--- src/teq_pkg.sv ---
// ----------------------------------------------------------------------------
// teq_pkg: shared types and constants for the time sorted event queue
// Holds default sizes, field widths, action codes and the control bundle
// broadcast from the controller to every storage cell.
// ----------------------------------------------------------------------------
package teq_pkg;

    localparam int DEPTH_DEF    = 64;
    localparam int TAG_BITS_DEF = 16;

    localparam int TIME_W  = 64;
    localparam int TAG_W   = 16;
    localparam int SLACK_W = 16;
    localparam int OCC_W   = 7;

    localparam logic [SLACK_W-1:0] SLACK_RESET = 16'd1000;

    localparam logic ACT_INSERT = 1'b0;
    localparam logic ACT_POP    = 1'b1;

    typedef struct packed {
        logic cmp_en;   // latch the per-cell threshold compare
        logic ins_en;   // open a gap and write the new entry
        logic pop_en;   // shift every entry one place toward the head
    } t_cell_ctl;

endpackage

--- src/teq_scan.sv ---
// ----------------------------------------------------------------------------
// teq_scan: registered suffix OR over the cell compare flags
// Bit i is set when any slot at or behind i qualifies for the threshold.
// ----------------------------------------------------------------------------
module teq_scan
    import teq_pkg::*;
#(
    parameter int DEPTH = DEPTH_DEF
) (
    input  logic             i_clk,
    input  logic             i_rst_n,
    input  logic             i_en,
    input  logic [DEPTH-1:0] i_hits,
    output logic [DEPTH-1:0] o_sfx
);

    localparam int LG = $clog2(DEPTH);

    logic [DEPTH-1:0] r_sfx;
    logic [DEPTH-1:0] n_sfx;

    // Log-step suffix OR, spreading each hit toward the head.
    always_comb begin
        n_sfx = i_hits;
        for (int j = 0; j < LG; j++) begin
            n_sfx = n_sfx | (n_sfx >> (1 << j));
        end
    end

    always_ff @(posedge i_clk) begin
        if (!i_rst_n) begin
            r_sfx <= '0;
        end else if (i_en) begin
            r_sfx <= n_sfx;
        end
    end

    assign o_sfx = r_sfx;

endmodule

--- config.mk ---
export PLATFORM = sky130hd
export DESIGN_NAME = teq_scan
export DESIGN_NICKNAME = d
export VERILOG_FILES = /design/src/teq_pkg.sv /design/src/teq_scan.sv
export SDC_FILE = /design/constraint.sdc
export NUM_CORES = 1
export LEC_CHECK = 0
export BUFFER_PORTS_ARGS = -buffer_cell sky130_fd_sc_hd__buf_2
export CORE_MARGIN = 4
export CORE_UTILIZATION = 40
export CTS_CLUSTER_DIAMETER = 40
export DETAILED_ROUTE_END_ITERATION = 16
export GPL_TIMING_DRIVEN = 0
export MAX_ROUTING_LAYER = met4
export PLACE_DENSITY = 0.71
export SYNTH_ARGS = -nofsm -noshare
export SYNTH_HDL_FRONTEND = slang
export SYNTH_SLANG_ARGS = --single-unit
--- constraint.sdc ---
create_clock -name i_clk -period 3.2 [get_ports i_clk]
set_input_delay 0.16 -clock i_clk [delete_from_list [all_inputs] [get_ports i_clk]]
set_output_delay 0.16 -clock i_clk [all_outputs]
set_load 0.02 [all_outputs]
After elaboration in Yosys (flattened, before gate mapping)
Cells that the tools add are included.
Widths: inputs -> output; s select.
Operators by class
  bitwise operators: 6
Operators by type and width (count)
  $or 64x32->64: 1
  $or 64x48->64: 1
  $or 64x56->64: 1
  $or 64x60->64: 1
  $or 64x62->64: 1
  $or 64x63->64: 1
Word-level totals
  bits in registers: 64
  bits of input ports: 67
  output and inout port bits: 64
  logic and storage cells: 7

Longest topological paths before layout
Gate-level depths: netlist of the first run.
  word-level depth: 6
  depth in mapped cells: 5
  mapped depth without buffers: 4

Worst setup path after synthesis of the first run
Ideal clock, no wire load.
  kind: input to register
  from: input port i_hits[50]
  to: register r_sfx[10], in the netlist o_sfx[10]
  library setup time: 138 ps
  arrival: 1258 ps
  data required time: 3062 ps
  setup slack: 1804 ps
  cell stages on the path: 4
  buffers on the path: 0
  cells stage by stage: nor3_1 > nand4_4 > nor4_4 > a21oi_1
On the way
  word-level cells in the longest chain between the ends: 6
Ends and longest elaborated chain
  start, declared: line teq_scan.sv:13  | input logic [DEPTH-1:0] i_hits,
  $or 64x63->64: line teq_scan.sv:26  | n_sfx = n_sfx | (n_sfx >> (1 << j));
  $or 64x62->64: line teq_scan.sv:26
  $or 64x60->64: line teq_scan.sv:26
  $or 64x56->64: line teq_scan.sv:26
  $or 64x48->64: line teq_scan.sv:26
  $or 64x32->64: line teq_scan.sv:26
  end signal, assigned: line teq_scan.sv:34  | r_sfx <= n_sfx;
  end, declared: line teq_scan.sv:19  | logic [DEPTH-1:0] r_sfx;
No other way between the ends.
A chain may end at the register's enable or synchronous reset.

Worst setup path in the final report of the first run
  from: input port i_hits[40]
  to: register r_sfx[10], in the netlist o_sfx[10]
The elaborated chain is that of the path after synthesis.

==> results of run 1 <==
synthesized netlist by cell type:
cell type  instances
nand4b_1           1
nand4_1            3
buf_6              1
mux2i_1            1
inv_1             10
a21oi_1           36
nor3_2             2
or4_1              2
nand2_1            7
nor4_2             2
nor4_4             4
nand3_1            2
nor3b_4            2
clkbuf_1          14
nand4_2            2
nor2b_1            3
nor3b_1            2
nor3_4             1
nand4_4            1
o221a_2            1
o21ai_0           61
and2_1             2
nor2_1            36
a31oi_1           11
dfxtp_1           64
nor4_1            12
nor3_1            19
o211a_1            1
through the flow:
stage | setup WS [ns] | cell area [um2] | std cells
floorplan | 1.80 | 2630 | 303
global placement | 1.20 | 3370 | 509
detailed placement | 1.16 | 3370 | 509
CTS | 1.48 | 3560 | 524
global route | 1.38 | 3560 | 524
finish | 1.49 | 3560 | 524
report_power, final:
group	internal, mW	switching, mW	leakage [nW]	total (mW)
sequential	0.854	0.0263	0.537	0.881
combinational	0.106	0.190	1.03	0.296
clock	0.373	0.295	0.0989	0.668
routing by layer:
layer  vias to the layer above  global-route usage (%)  routed length [um]
li1                       1384                       -                   -
met4                         0                    6.50                  59
met1                      1292                    26.2                3530
met5                         -                       -                   0
met2                        89                    34.0                3930
met3                         4                    3.50                 443
path summary, 6_finish.rpt:
check	end	start	slack, ns
max	o_sfx[10]$_SDFFE_PN0P_	i_hits[40]	1.49
min	o_sfx[50]$_SDFFE_PN0P_	i_hits[50]	0.09
max reg2reg	o_sfx[1]$_SDFFE_PN0P_	o_sfx[1]$_SDFFE_PN0P_	2.52
min reg2reg	o_sfx[54]$_SDFFE_PN0P_	o_sfx[54]$_SDFFE_PN0P_	0.50
final cells by class:
cell class | instances | area, um2
inverter | 10 | 37.5
tap | 77 | 96.3
timing repair buffer | 129 | 646
fill | 606 | 2790
clock buffer | 11 | 141
sequential | 64 | 1280
clock inverter | 4 | 45.0
buffer | 15 | 63.8
multi-input combinational | 214 | 1250
worst min-delay path, cell delays in order:
cell     delay, ns
buf_2         0.11
inv_1         0.05
a21oi_1       0.05
cell families (layout without fill, tap and decap cells):
group | Yosys count | count (layout) | synth area share (%)
AOI/OAI and AO/OA | 110 | 110 | 21.9
muxes | 1 | 1 | 0.381
and+or+nand+nor | 103 | 103 | 25.1
DFF | 64 | 64 | 48.7
buffers and inverters | 25 | 169 | 3.86
==> impl_metrics.csv, run 1 <==
group,metric,value,unit
status,outcome,"finished clean",
routing,vias,2769,
global_route,grt_max_degree,11,
floorplan,dieArea,7930,um2
setup_path,crit_type,"in -> reg",
routing,antenna_left,0,
synthesis,ys_ff_latch,64,
setup_path,cp-end-kind,"flop",
synthesis,ys_seq_area_share,48.7,%
clock_tree,clock_latency,0.32,ns
routing,drc_errors,0,
setup_path,worstPathCellList,"buf_2 > nor4_1 > nand4_1 > nor4_4 > a21oi_1",
timing,hold_viol_final,0,
placed_design,port_buffers,129,
layout,antenna_cells,0,
clock_tree,clock_path_buffers,2,
setup_path,arrival,1.89,ns
clock_tree,clockRootBuffer,"clkbuf_8",
placed_design,place_congestion,0.818,
layout,nets,510,
timing,fin_setup_tns,0,ns
timing,rsz0062_at_grt,"no",
floorplan,row_count,29,
layout,postLayoutCoreUtil,56.0,%
pwr,irDropWorstVdd,334,uV
timing,setup_viol,0,
setup_path,critPathTopFamily,"simple AND/OR/NAND/NOR gates",
global_route,grt_pass1_vias,2614,
timing,fin_skew,0,ns
setup_path,crit_path_start_kind,"input port",
timing,whs,0.0898,ns
routing,routed_wl,7960,um
layout,final_cell_mix,"129 x buf_2, 64 x dfxtp_1, 61 x o21ai_0",
synthesis,yosysUniqueCellTypes,28,
clock_tree,cts_tree,"built",
synthesis,synthCells,303,
synthesis,synth.top_cell.area_share,48.7,%
layout,area_growth,35.3,%
floorplan,die_x,89.1,um
timing,tightest_slew,0.806,ns
layout,layout-drive-gt1-share,35.6,%
routing,wire_per_inst,15.2,um
timing,timing.final.crit_share,53.4,%
layout,largest_reg_flops,64,
routing,drt-pass1-iter-count,4,
clock_tree,clk_pin_slew,0.07,ns
routing,viasPerCell,5.28,
clock_tree,cts_resized,0,
setup_path,slowest_delay,0.71,ns
global_route,grt_pass1_wl,12500,um
pwr,cellLeakagePower,1.67,nW
synthesis,synth_largest_area_cell,"dfxtp_1",
synthesis,avgSynthCellArea,8.68,um2
global_route,grt_overflow,0,
floorplan,core,6350,um2
setup_path,reg2reg_depth,2,
floorplan,die_height,89.1,um
min_path,hold_path.class,"in -> reg",
timing,fin_crit,1.71,ns
clock_tree,cts_buffers,9,
floorplan,ioPinCount,131,
setup_path,required,3.38,ns
pwr,powerDensity,519,nW/um2
global_route,antenna_found_initial,0,
global_route,track_usage,20.7,%
run,max-cap-violations,0,
timing,slew_headroom,45.8,%
layout,final_common_cell,"buf_2",
synthesis,synth_nets,370,
clock_tree,cts_setup_buffers,0,
setup_path,cp_max_fo,9,
placed_design,dp_hpwl,6120,um
setup_path,cp_num_cells,5,
clock_tree,ctsHoldBuffers,0,
clock_tree,h-tree-depth,3,
timing,max_freq,585,MHz
synthesis,yosysWarnings,0,
floorplan,initial_utilization,41.4,%
setup_path,slowest_stage,"nor4_1",
setup_path,path_buf_inv,1,
routing,drtIter0Drc,91,
timing,drv_slew,0,
synthesis,ys_top_cells_by_area,"dfxtp_1 49%, o21ai_0 12%, a21oi_1 6.9%",
min_path,min_path_cells,3,
synthesis,synth.cell_area,2630,um2
clock_tree,cts_sinks,64,
pwr,total_power,1.84,mW
Power figures use the tool's default switching activity.
==> run 2: changes to the inputs <==
- PLACE_DENSITY: 0.71 -> 0.74
- clock period: 3.2 -> 1.5 ns (I/O delays scaled with it)
==> impl_metrics.csv, run 2 (synthesized netlist as in run 1, its figures left out) <==
group,metric,value,unit
routing,wire_per_inst,15.4,um
layout,final_common_cell,"buf_2",
setup_path,cp-end-kind,"flop",
global_route,grt_max_degree,11,
timing,drv_slew,0,
setup_path,critPathTopFamily,"simple AND/OR/NAND/NOR gates",
floorplan,die_x,89.1,um
clock_tree,h-tree-depth,3,
clock_tree,cts_buffers,9,
setup_path,slowest_delay,0.53,ns
timing,setup_viol,0,
routing,routed_wl,8140,um
layout,layout-drive-gt1-share,36.2,%
placed_design,dp_hpwl,6190,um
floorplan,core,6350,um2
routing,drc_errors,0,
timing,hold_viol_final,0,
placed_design,dp_slack,-0.474,ns
routing,antenna_left,0,
setup_path,worstPathCellList,"buf_2 > nor4_2 > nand4_1 > nor4_4 > buf_4 > a21oi_1",
floorplan,dieArea,7930,um2
clock_tree,clk_pin_slew,0.07,ns
pwr,irDropWorstVdd,729,uV
layout,fill_cells,585,
pwr,total_power,4.13,mW
global_route,antenna_found_initial,0,
timing,slew_headroom,63.8,%
layout,nets,515,
run,max-cap-violations,0,
placed_design,dp_cells,509,
setup_path,slowest_stage,"nor4_2",
timing,timing.final.crit_share,90.1,%
floorplan,ioPinCount,131,
placed_design,place_congestion,0.871,
clock_tree,cts_sinks,64,
setup_path,path_buf_inv,2,
layout,area_growth,38.9,%
clock_tree,cts_tree,"built",
setup_path,cp_max_fo,9,
setup_path,crit_path_start_kind,"input port",
layout,finalNonFillerCells,530,
timing,setup_ws,0.149,ns
setup_path,crit_type,"in -> reg",
layout,postLayoutCoreUtil,57.5,%
timing,fin_crit,1.35,ns
floorplan,initial_utilization,41.4,%
setup_path,arrival,1.55,ns
global_route,grt_overflow,0,
layout,largest_reg_flops,64,
min_path,hold_path.class,"in -> reg",
global_route,grt_pass1_wl,12300,um
status,outcome,"finished clean",
timing,max_freq,740,MHz
setup_path,required,1.70,ns
routing,vias,2845,
clock_tree,clock_path_buffers,2,
layout,antenna_cells,0,
timing,whs,0.00468,ns
pwr,cellLeakagePower,1.70,nW
pwr,powerDensity,1130,nW/um2
floorplan,row_count,29,
clock_tree,clockRootBuffer,"clkbuf_8",
routing,drt-pass1-iter-count,5,
layout,final_cell_mix,"129 x buf_2, 64 x dfxtp_1, 61 x o21ai_0",
routing,drtIter0Drc,93,
placed_design,port_buffers,129,
clock_tree,clock_latency,0.33,ns
floorplan,die_height,89.1,um
timing,tightest_slew,0.538,ns
global_route,track_usage,20.7,%
routing,viasPerCell,5.37,
timing,rsz0062_at_grt,"no",
timing,fin_skew,0,ns
global_route,grt_pass1_vias,2532,
-- run 2: changes by cell type in the layout (fill, tap and decap cells not counted) --
cell | before | now
clkbuf_1 | 15 | 17
nor3_2 | 2 | 4
bufinv_16 | 1 | 2
nor3_1 | 19 | 17
buf_4 | 0 | 2
clkinv_2 | 3 | 1
nor4_2 | 2 | 4
nor4_1 | 12 | 10
dlygate4sd3_1 | 0 | 3
-- run 2: cell type report --
| cell class | count | area (um2) | share of cell area [%] |
|---|---|---|---|
| multi-input cells | 214 | 1270 | 34.7 |
| well taps | 77 | 96.3 | 2.64 |
| plain buffers | 15 | 63.8 | 1.75 |
| repair buffers | 134 | 691 | 18.9 |
| flip-flops and latches | 64 | 1280 | 35.1 |
| inverters | 10 | 37.5 | 1.03 |
| clock inverters | 3 | 65.1 | 1.78 |
| clock buffers | 13 | 149 | 4.08 |
-- run 2: power by group --
part | switching (mW) | internal (mW) | leakage [nW]
combinational | 0.410 | 0.232 | 1.06
clock | 0.631 | 0.982 | 0.108
sequential | 0.0569 | 1.82 | 0.537
total | 1.10 | 3.04 | 1.70
-- run 2: stage by stage --
| step | TNS, ns | area [um2] |
|---|---|---|
| floorplan | 0 | 2630 |
| global placement | -10.05 | 3370 |
| detailed placement | -11.09 | 3370 |
| CTS | 0 | 3630 |
| global route | 0 | 3650 |
| finish | 0 | 3650 |
-- run 2: repair_timing --
item / CTS / global route
gates cloned: 0 / 0
pin swaps: 1 / 2
gates resized for setup: 3 / 1
setup buffers: 0 / 2
hold endpoints to repair: 3 / 0
setup endpoints to repair: 9 / 15
hold buffers: 3 / 0
-- run 2: worst paths after layout --
check	start	end	slack, ns	depth (start not counted)
worst max-delay path	i_hits[36]	o_sfx[9]$_SDFFE_PN0P_	0.15	6
worst min register to register	o_sfx[54]$_SDFFE_PN0P_	o_sfx[54]$_SDFFE_PN0P_	0.49	1
worst min-delay path	i_hits[23]	o_sfx[23]$_SDFFE_PN0P_	0.005	3
worst max register to register	o_sfx[59]$_SDFFE_PN0P_	o_sfx[59]$_SDFFE_PN0P_	0.83	1
-- run 2: per-layer routing --
metal | GRT usage (%) | up-vias | wire length (um)
met3 | 2.86 | 17 | 500
met4 | 9.47 | 0 | 168
met1 | 27.5 | 1322 | 3640
met2 | 31.2 | 110 | 3830
li1 | - | 1396 | -
met5 | - | - | 0
