$ cat src/teq_pkg.sv
// ----------------------------------------------------------------------------
// teq_pkg: shared types and constants for the time sorted event queue
// Holds default sizes, field widths, action codes and the control bundle
// broadcast from the controller to every storage cell.
// ----------------------------------------------------------------------------
package teq_pkg;

    localparam int DEPTH_DEF    = 64;
    localparam int TAG_BITS_DEF = 16;

    localparam int TIME_W  = 64;
    localparam int TAG_W   = 16;
    localparam int SLACK_W = 16;
    localparam int OCC_W   = 7;

    localparam logic [SLACK_W-1:0] SLACK_RESET = 16'd1000;

    localparam logic ACT_INSERT = 1'b0;
    localparam logic ACT_POP    = 1'b1;

    typedef struct packed {
        logic cmp_en;   // latch the per-cell threshold compare
        logic ins_en;   // open a gap and write the new entry
        logic pop_en;   // shift every entry one place toward the head
    } t_cell_ctl;

endpackage

$ cat src/teq_cell.sv
// ----------------------------------------------------------------------------
// teq_cell: one storage slot of the queue
// Holds one entry, compares it against the insert threshold and takes data
// from either neighbor when the queue opens a gap or pops the head.
// ----------------------------------------------------------------------------
module teq_cell
    import teq_pkg::*;
#(
    parameter int IDX   = 0,
    parameter int CNT_W = 7,
    parameter int SW    = 81
) (
    input  logic             i_clk,
    input  logic             i_rst_n,
    input  t_cell_ctl        i_ctl,
    input  logic [CNT_W-1:0] i_count,
    input  logic [TIME_W-1:0] i_thr,
    input  logic [SW-1:0]    i_new,
    input  logic [SW-1:0]    i_prev,
    input  logic [SW-1:0]    i_next,
    input  logic             i_sfx_self,
    input  logic             i_sfx_prev,
    output logic [SW-1:0]    o_slot,
    output logic             o_hit
);

    logic [SW-1:0] r_slot;
    logic [SW-1:0] n_slot;
    logic          r_hit;
    logic          n_hit;
    logic          occupied;
    logic          at_pos;
    logic          past_pos;

    assign occupied = CNT_W'(IDX) < i_count;
    // Gap opens at the first slot with no qualifying entry at or behind it.
    assign at_pos   = ~i_sfx_self & i_sfx_prev;
    assign past_pos = ~i_sfx_self & ~i_sfx_prev;

    always_comb begin
        n_slot = r_slot;
        if (i_ctl.pop_en) begin
            n_slot = i_next;
        end else if (i_ctl.ins_en) begin
            if (at_pos) begin
                n_slot = i_new;
            end else if (past_pos) begin
                n_slot = i_prev;
            end
        end
    end

    assign n_hit = i_ctl.cmp_en ? (occupied & (r_slot[TIME_W-1:0] <= i_thr)) : r_hit;

    always_ff @(posedge i_clk) begin
        r_slot <= n_slot;
    end

    always_ff @(posedge i_clk) begin
        if (!i_rst_n) begin
            r_hit <= 1'b0;
        end else begin
            r_hit <= n_hit;
        end
    end

    assign o_slot = r_slot;
    assign o_hit  = r_hit;

endmodule

$ cat config.mk
export PLATFORM = sky130hd
export DESIGN_NAME = teq_cell
export DESIGN_NICKNAME = d
export VERILOG_FILES = /design/src/teq_pkg.sv /design/src/teq_cell.sv
export SDC_FILE = /design/constraint.sdc
export NUM_CORES = 1
export LEC_CHECK = 0
export ABC_AREA = 1
export BUFFER_PORTS_ARGS = -buffer_cell sky130_fd_sc_hd__buf_4
export CAP_MARGIN = 10
export CORE_AREA = 2 2 155 157
export CTS_CLUSTER_DIAMETER = 50
export CTS_CLUSTER_SIZE = 20
export DETAILED_ROUTE_END_ITERATION = 8
export DIE_AREA = 0 0 157 159
export GPL_ROUTABILITY_DRIVEN = 0
export PLACE_DENSITY = 0.66
export SYNTH_ARGS = -nofsm -noshare
export SYNTH_HDL_FRONTEND = slang
export SYNTH_SLANG_ARGS = --single-unit
export TNS_END_PERCENT = 30
$ cat constraint.sdc
create_clock -name i_clk -period 7.8 [get_ports i_clk]
set_input_delay 1.56 -clock i_clk [delete_from_list [all_inputs] [get_ports i_clk]]
set_output_delay 1.56 -clock i_clk [all_outputs]
set_load 0.005 [all_outputs]
### After elaboration in Yosys (flattened, before gate mapping)

Index checks and enable logic that the tools add are counted.

* order comparisons: 2
* bitwise logic cells: 5
* mux-type cells: 4
* reductions and logical operators: 3

Operator list (number)
* 81-bit 2-to-1 mux: 4
* 64-bit <= comparator: 1
* 1-bit by 7-bit less-than comparator with 1-bit output, first input constant: 1
* 1-bit bitwise AND: 3
* 3-bit nonzero test: 1
* 1-bit inverter: 2
* 2-bit AND reduction: 1
* 2-bit nonzero test: 1

* output and inout bits: 82
* register bits: 82
* logic and storage cells: 16
* bits of input ports: 321

### Depth between registers and ports, before layout

Gate-level depths: netlist of the first run.

* depth in word-level cells: 6
* depth in mapped cells: 18

### Worst setup path after synthesis of the first run

OpenSTA, ideal clock, no wires.

* kind: input port to flip-flop
* start point: input i_ctl[1] (netlist bit)
* end point: register r_slot[0] (netlist: o_slot[0]), enable pin
* slack: -0.095 ns
* stages on the path: 2
* data required time: 7.168 ns
* path buffers: 0
* arrival: 7.262 ns
* setup time: 0.632 ns
* cell sequence: inv_1 -> o21ai_0

* word-level cells in the longest chain between the ends: 2

Ends and longest elaborated chain
* start, declared: line teq_cell.sv:15 `input t_cell_ctl i_ctl,`
* 2-bit nonzero test (no source line)
* 2-bit AND reduction (no source line)
* end signal, assigned: line teq_cell.sv:56 `r_slot <= n_slot;`
* end, declared: line teq_cell.sv:27 `logic [SW-1:0] r_slot;`

Every way passes these cells.
A chain may end at the register's enable or synchronous reset.

### Final worst setup path of the first run

* start point: input i_sfx_prev
* end point: register r_slot[30] (netlist: o_slot[30]) (data pin)

* word-level cells in the longest chain between the ends: 4

Ends and longest elaborated chain
* start, declared: line teq_cell.sv:22 `input logic i_sfx_prev,`
* 1-bit bitwise AND: line teq_cell.sv:37 `assign at_pos = ~i_sfx_self & i_sfx_prev;`
* 81-bit 2-to-1 mux: line teq_cell.sv:45 `if (at_pos) begin`
* 81-bit 2-to-1 mux: line teq_cell.sv:44 `end else if (i_ctl.ins_en) begin`
* 81-bit 2-to-1 mux: line teq_cell.sv:42 `if (i_ctl.pop_en) begin`
* named net n_slot[30]: line teq_cell.sv:28 `logic [SW-1:0] n_slot;`

The timed path passes the listed nets, and every way through them passes these cells. The select of a mux whose other input is x is not followed.

==> qor.yml, run 1 <==
p_int_mw: 1.11
hold_depth: 2
antenna_found_initial: 0
via_count: 6469
dr.pass1.iters: 5
ys_ff_latch: 82
post_cts_resized: 0
peakVddDrop_uv: 100
grt_pass1_wl_um: 33900
seq_area_frac_synth_pct: 42.4
path_cells: "buf_4, inv_1, nor2_4, buf_4, inv_2, buf_4, nand2_1, a31oi_1"
clockBufferDepth: 2
clock-sinks: 82
slowest_stage: "buf_4"
post_drt_wl_per_cell_um: 15.8
drcViolationCount: 0
synth_cell_types: 27
diodes: 0
fmax_ghz: 0.295
post_cts_buffers: 0
netSwitchingFraction_pct: 27.6
max_cap_violations: 0
root_buffer: "clkbuf_16"
grt_max_degree: 90
leakagePower_nw: 4.76
die_h_um: 159
dp_cells: 1422
overflow: 0
startpoint_type: "input port"
io-pin-count: 403
yosysWarningCount: 0
critPathBufInv: 5
clk_latency_ns: 0.34
tns_ns: 0
min_path_type: "reg2reg"
antenna_left: 0
powerDensity_mw_per_mm2: 162
rr_worst_depth: 9
drive_above_1_share_pct: 38.8
crit_family: "buffers and inverters"
timing.rr.start: "o_slot[47]"
period_share_pct: 43.5
coreArea_mm2: 0.0232
synth_fp_nets: 1114
cts_tree: "done"
ys.flop_type: "edfxtp_1"
critPathMostFrequentCell: "buf_4"
syn_to_final_growth_pct: 63.8
max_slew.worst_pin.slew_ns: 1.13
finalNonFillerCells: 1438
clockPowerShare_pct: 33.0
synth_edf_count: 81
numCtsBuffers: 9
critical_path.max_fanout: 48
worstSetupStartpoint: "i_sfx_prev"
initial_core_util_pct: 24.9
layout_min_cycle_time_ns: 3.39
setup_viol: 0
wirelength_um: 22700
rsz0062_at_grt: "false"
comb_power_share_pct: 28.8
cts_hold_buf: 0
arrival_ns: 3.56
clk_pin_slew_ns: 0.06
die-area_mm2: 0.0250
run_status: "completed"
critPathKind: "in2reg"
worstSetupEndpointType: "flip-flop"
timing.slew.headroom_pct: 24.5
slowest_delay_ns: 0.58
track_usage_pct: 17.6
synthCells: 729
portBuffers: 402
slew_violations: 0
r2r_slack_ns: 5.83
fin_nets: 1499
rows: 56
viasPerCell: 4.50
finalHoldViolCount: 0
die-width_um: 157
syn_area_per_cell_um2: 7.93
drtIter0Drc: 326
worstReg2RegEnd: "o_hit"
netlist_area_mm2: 0.00578
total_power_mw: 1.53
async_reset_ff_share_pct: 0
pwr-share-seq_pct: 38.2
cp.required_ns: 7.97
holdPathEnd: "o_hit"
dp_hpwl_um: 18300
htreeDepth: 3
p_sw_mw: 0.423
grt_pass1_vias: 6321
hold_path_startpoint: "o_hit"
fin_skew_ns: 0.0107
-- synthesized netlist by cell type, drive strengths merged, types with 2 or more instances --
master	n	share of area, %
nand4	5	0.54
edfxtp	81	42
nand3	7	0.69
ha	64	14
a31oi	81	8.8
nor3	4	0.43
o21ai	7	0.61
nor4	2	0.22
a21oi	31	2.7
buf	10	0.84
nor2	99	6.5
o21a	3	0.39
inv	83	5.4
clkbuf	23	1.5
nand2	224	15
-- how the worst max path moves through the flow --
stage                  to  slack (ns)  cells after the start
2_1_floorplan   o_slot[0]        2.09                      2
3_3_place_gp   o_slot[22]        4.13                      8
3_5_place_dp   o_slot[30]        4.03                      8
4_1_cts        o_slot[30]        4.39                      8
5_1_grt        o_slot[30]        4.29                      8
6_report       o_slot[30]        4.41                      8
-- power by group through the flow --
stage               logic (mW)  clock network (mW)  registers, mW
detailed placement       0.445                   0          0.597
global route             0.492               0.537          0.593
CTS                      0.447               0.524          0.587
floorplan                0.176                   0          0.592
finish                   0.441               0.507          0.586
global placement         0.435                   0          0.597
-- worst register-to-register path, cell delays in order, from the launching register on --
cell and delay [ns]:
edfxtp_1 0.43, ha_1 0.34, nand4_1 0.13, nor2_1 0.17, nand3b_1 0.13, nor3b_2 0.29
nand4_1 0.12, nand2_1 0.11, nand2_1 0.07, a21oi_2 0.11
-- sequential cells by signal, summed over array words and instances, names as in the netlist --
name and cells:
o_hit 1, o_slot 81
-- through the flow --
stage                     cell area (um2)  worst slack, ns  hold WS (ns)  util (%)
after detailed placement             9120             4.03         0.489      39.3
after floorplan                      5780             2.09         0.469         -
final                                9470             4.41         0.496      40.8
after global routing                 9470             4.29         0.528      40.8
after CTS                            9470             4.39         0.499      40.8
after global placement               9120             4.13         0.486      39.3
-- layout by cell type (no fill, tap or decap), types with 2 or more instances in the layout --
cell	n
edfxtp_1	81
buf_4	407
o21a_1	3
nor4_1	2
nand3_1	6
a21oi_1	30
ha_1	64
nand4_1	5
nand2_1	224
inv_2	4
a31oi_1	81
inv_1	78
nor3_1	3
clkbuf_16	9
o21ai_1	3
bufinv_16	3
nor2_1	98
o21ai_0	3
inv_6	2
-- cell families (layout without fill, tap and decap cells) --
| logic type | after synthesis | after routing | synth area share [%] |
|---|---|---|---|
| flip-flops | 82 | 82 | 42.4 |
| AO/OA/AOI/OAI | 124 | 124 | 12.8 |
| adder cells (fa/ha/maj) | 64 | 64 | 13.8 |
| buffers and inverters | 116 | 506 | 7.73 |
| AND/OR/NAND/NOR | 343 | 343 | 23.2 |
-- layout make-up --
type	instances	area (um2)
fillers	2330	13700
repair buffers	407	3060
flip-flops and latches	82	2450
inverters	83	314
well taps	319	399
clock inverters	7	124
multi-input cells	531	2900
clock buffers	9	225
-- metal layers --
layer  up-vias  global-route usage (%)  routed length [um]
li1       3230                       -                   -
met1      2929                    21.7                9250
met2       279                    30.9               11400
met3        31                    3.43                1610
met4         0                    4.75                 445
met5         -                       0                   0
No activity file was read; power rests on OpenSTA's default activity.
==> inputs of run 2 (changes only) <==
--- a/config.mk
+++ b/config.mk
@@ -14,7 +14,7 @@
 export DETAILED_ROUTE_END_ITERATION = 8
 export DIE_AREA = 0 0 157 159
 export GPL_ROUTABILITY_DRIVEN = 0
-export PLACE_DENSITY = 0.66
+export PLACE_DENSITY = 0.64
 export SYNTH_ARGS = -nofsm -noshare
 export SYNTH_HDL_FRONTEND = slang
 export SYNTH_SLANG_ARGS = --single-unit
==> constraint.sdc (replaced) <==
create_clock -name i_clk -period 3.25 [get_ports i_clk]
set_input_delay 0.65 -clock i_clk [delete_from_list [all_inputs] [get_ports i_clk]]
set_output_delay 0.65 -clock i_clk [all_outputs]
set_load 0.005 [all_outputs]
==> qor.yml, run 2 (synthesis gave the netlist of run 1 again) <==
numCtsBuffers: 9
path_cells: "ha_1, nand4_1, nor3_1, nor3b_2, nand4_1, nand2_1, nand2_1, a21oi_2"
clk_pin_slew_ns: 0.06
mostFrequentLayoutCells: "buf_4 (406), nand2_1 (224), nor2_1 (98)"
post_cts_resized: 0
place_area_mm2: 0.00917
antenna_left: 0
netSwitchingFraction_pct: 28.7
portBuffers: 402
fmax_ghz: 0.498
rsz0062_at_grt: "false"
p_sw_mw: 0.977
post_drt_wl_per_cell_um: 15.4
p_int_mw: 2.42
crit_family: "simple AND/OR/NAND/NOR gates"
clockPowerShare_pct: 27.3
coreArea_mm2: 0.0232
wirelength_um: 22100
die_h_um: 159
clock-sinks: 82
fin_nets: 1501
overflow: 0
leakagePower_nw: 4.72
critPathBufInv: 0
powerDensity_mw_per_mm2: 361
post_cts_buffers: 0
slowest_delay_ns: 0.44
run_status: "completed"
multi_input_area_mm2: 0.00290
fin_area_mm2: 0.00944
dr.pass1.iters: 5
slowest_stage: "edfxtp_1"
htreeDepth: 3
fin_skew_ns: 0.00756
max_slew.worst_pin.slew_ns: 0.587
diodes: 0
layout_min_cycle_time_ns: 2.01
via_count: 6420
arrival_ns: 2.28
tns_ns: 0
initial_core_util_pct: 24.9
max_cap_violations: 0
drtIter0Drc: 342
worstSetupEndpointType: "flip-flop"
pwr-share-seq_pct: 41.1
clk_latency_ns: 0.33
slew_violations: 0
drive_above_1_share_pct: 38.6
peakVddDrop_uv: 261
drcViolationCount: 0
clockBufferDepth: 2
grt_max_degree: 82
syn_to_final_growth_pct: 63.2
viasPerCell: 4.46
cts_hold_buf: 0
dp_hpwl_um: 18000
setup_viol: 0
largest_reg_flops: 81
finalHoldViolCount: 0
min_path_type: "reg2reg"
grt_pass1_wl_um: 33000
seq_area_mm2: 0.00245
die-area_mm2: 0.0250
io-pin-count: 403
critical_path.max_fanout: 3
rows: 56
grt_pass1_vias: 6382
critPathKind: "reg2reg"
track_usage_pct: 17.1
startpoint_type: "flip-flop"
antenna_found_initial: 0
root_buffer: "clkbuf_16"
mostFrequentLayoutCell: "buf_4"
comb_power_share_pct: 31.6
cp.required_ns: 3.52
die-width_um: 157
fill_cells: 2336
period_share_pct: 61.7
cts_tree: "done"
timing.slew.headroom_pct: 60.9
[run 2: changes by cell type in the layout (fill, tap and decap cells not counted), sizes merged]
| cell | change |
|---|---|
| bufinv | -3 |
| clkinvlp | +3 |
| inv | -3 |
| buf | +2 |
| clkbuf | +2 |
| clkinv | +1 |
[run 2: area by class of cell]
| type | instances | area share (%) |
|---|---|---|
| flip-flops and latches | 82 | 26.0 |
| well taps | 319 | 4.23 |
| inverters | 83 | 3.33 |
| clock inverters | 5 | 0.331 |
| repair buffers | 409 | 32.9 |
| multi-input cells | 531 | 30.7 |
| clock buffers | 11 | 2.47 |
[run 2: final timing paths]
| kind | cells past startpoint | from | slack, ns | to |
|---|---|---|---|---|
| setup / recovery | 8 | o_slot[62] | 1.24 | o_hit |
| hold / removal | 2 | o_hit | 0.51 | o_hit |
| setup reg to reg | 8 | o_slot[62] | 1.24 | o_hit |
| hold reg to reg | 2 | o_hit | 0.51 | o_hit |
[run 2: routing by layer]
metal	up-vias	wire [um]	track usage (%)
met4	0	483	5.30
met1	2876	8980	20.4
li1	3234	-	-
met3	32	1600	4.08
met2	278	11100	30.1
met5	-	0	0
[run 2: worst reg2reg max path, delay by kind of cell (launching register included)]
kind,cells,cell delay (ns)
AO/OA/AOI/OAI,1,0.11
adder cells (fa/ha/maj),1,0.32
flip-flops,1,0.44
AND/OR/NAND/NOR,6,1.07
[run 2: power groups by stage]
stage	combinational (mW)	sequential, mW	clock (mW)
global route	1.20	1.42	1.01
global placement	1.07	1.42	0
finish	1.07	1.40	0.930
CTS	1.08	1.40	0.974
detailed placement	1.08	1.42	0
floorplan	0.422	1.42	0
[run 2: through the flow]
step,util [%],setup slack [ns],instances,total power [mW],hold slack [ns]
5_1_grt,40.7,0.995,1440,3.62,0.531
4_1_cts,40.7,1.13,1440,3.46,0.505
3_5_place_dp,39.6,0.869,1424,2.50,0.496
3_3_place_gp,39.6,0.861,1424,2.49,0.513
2_1_floorplan,-,0.0102,729,1.84,0.469
6_report,40.7,1.24,1440,3.40,0.507
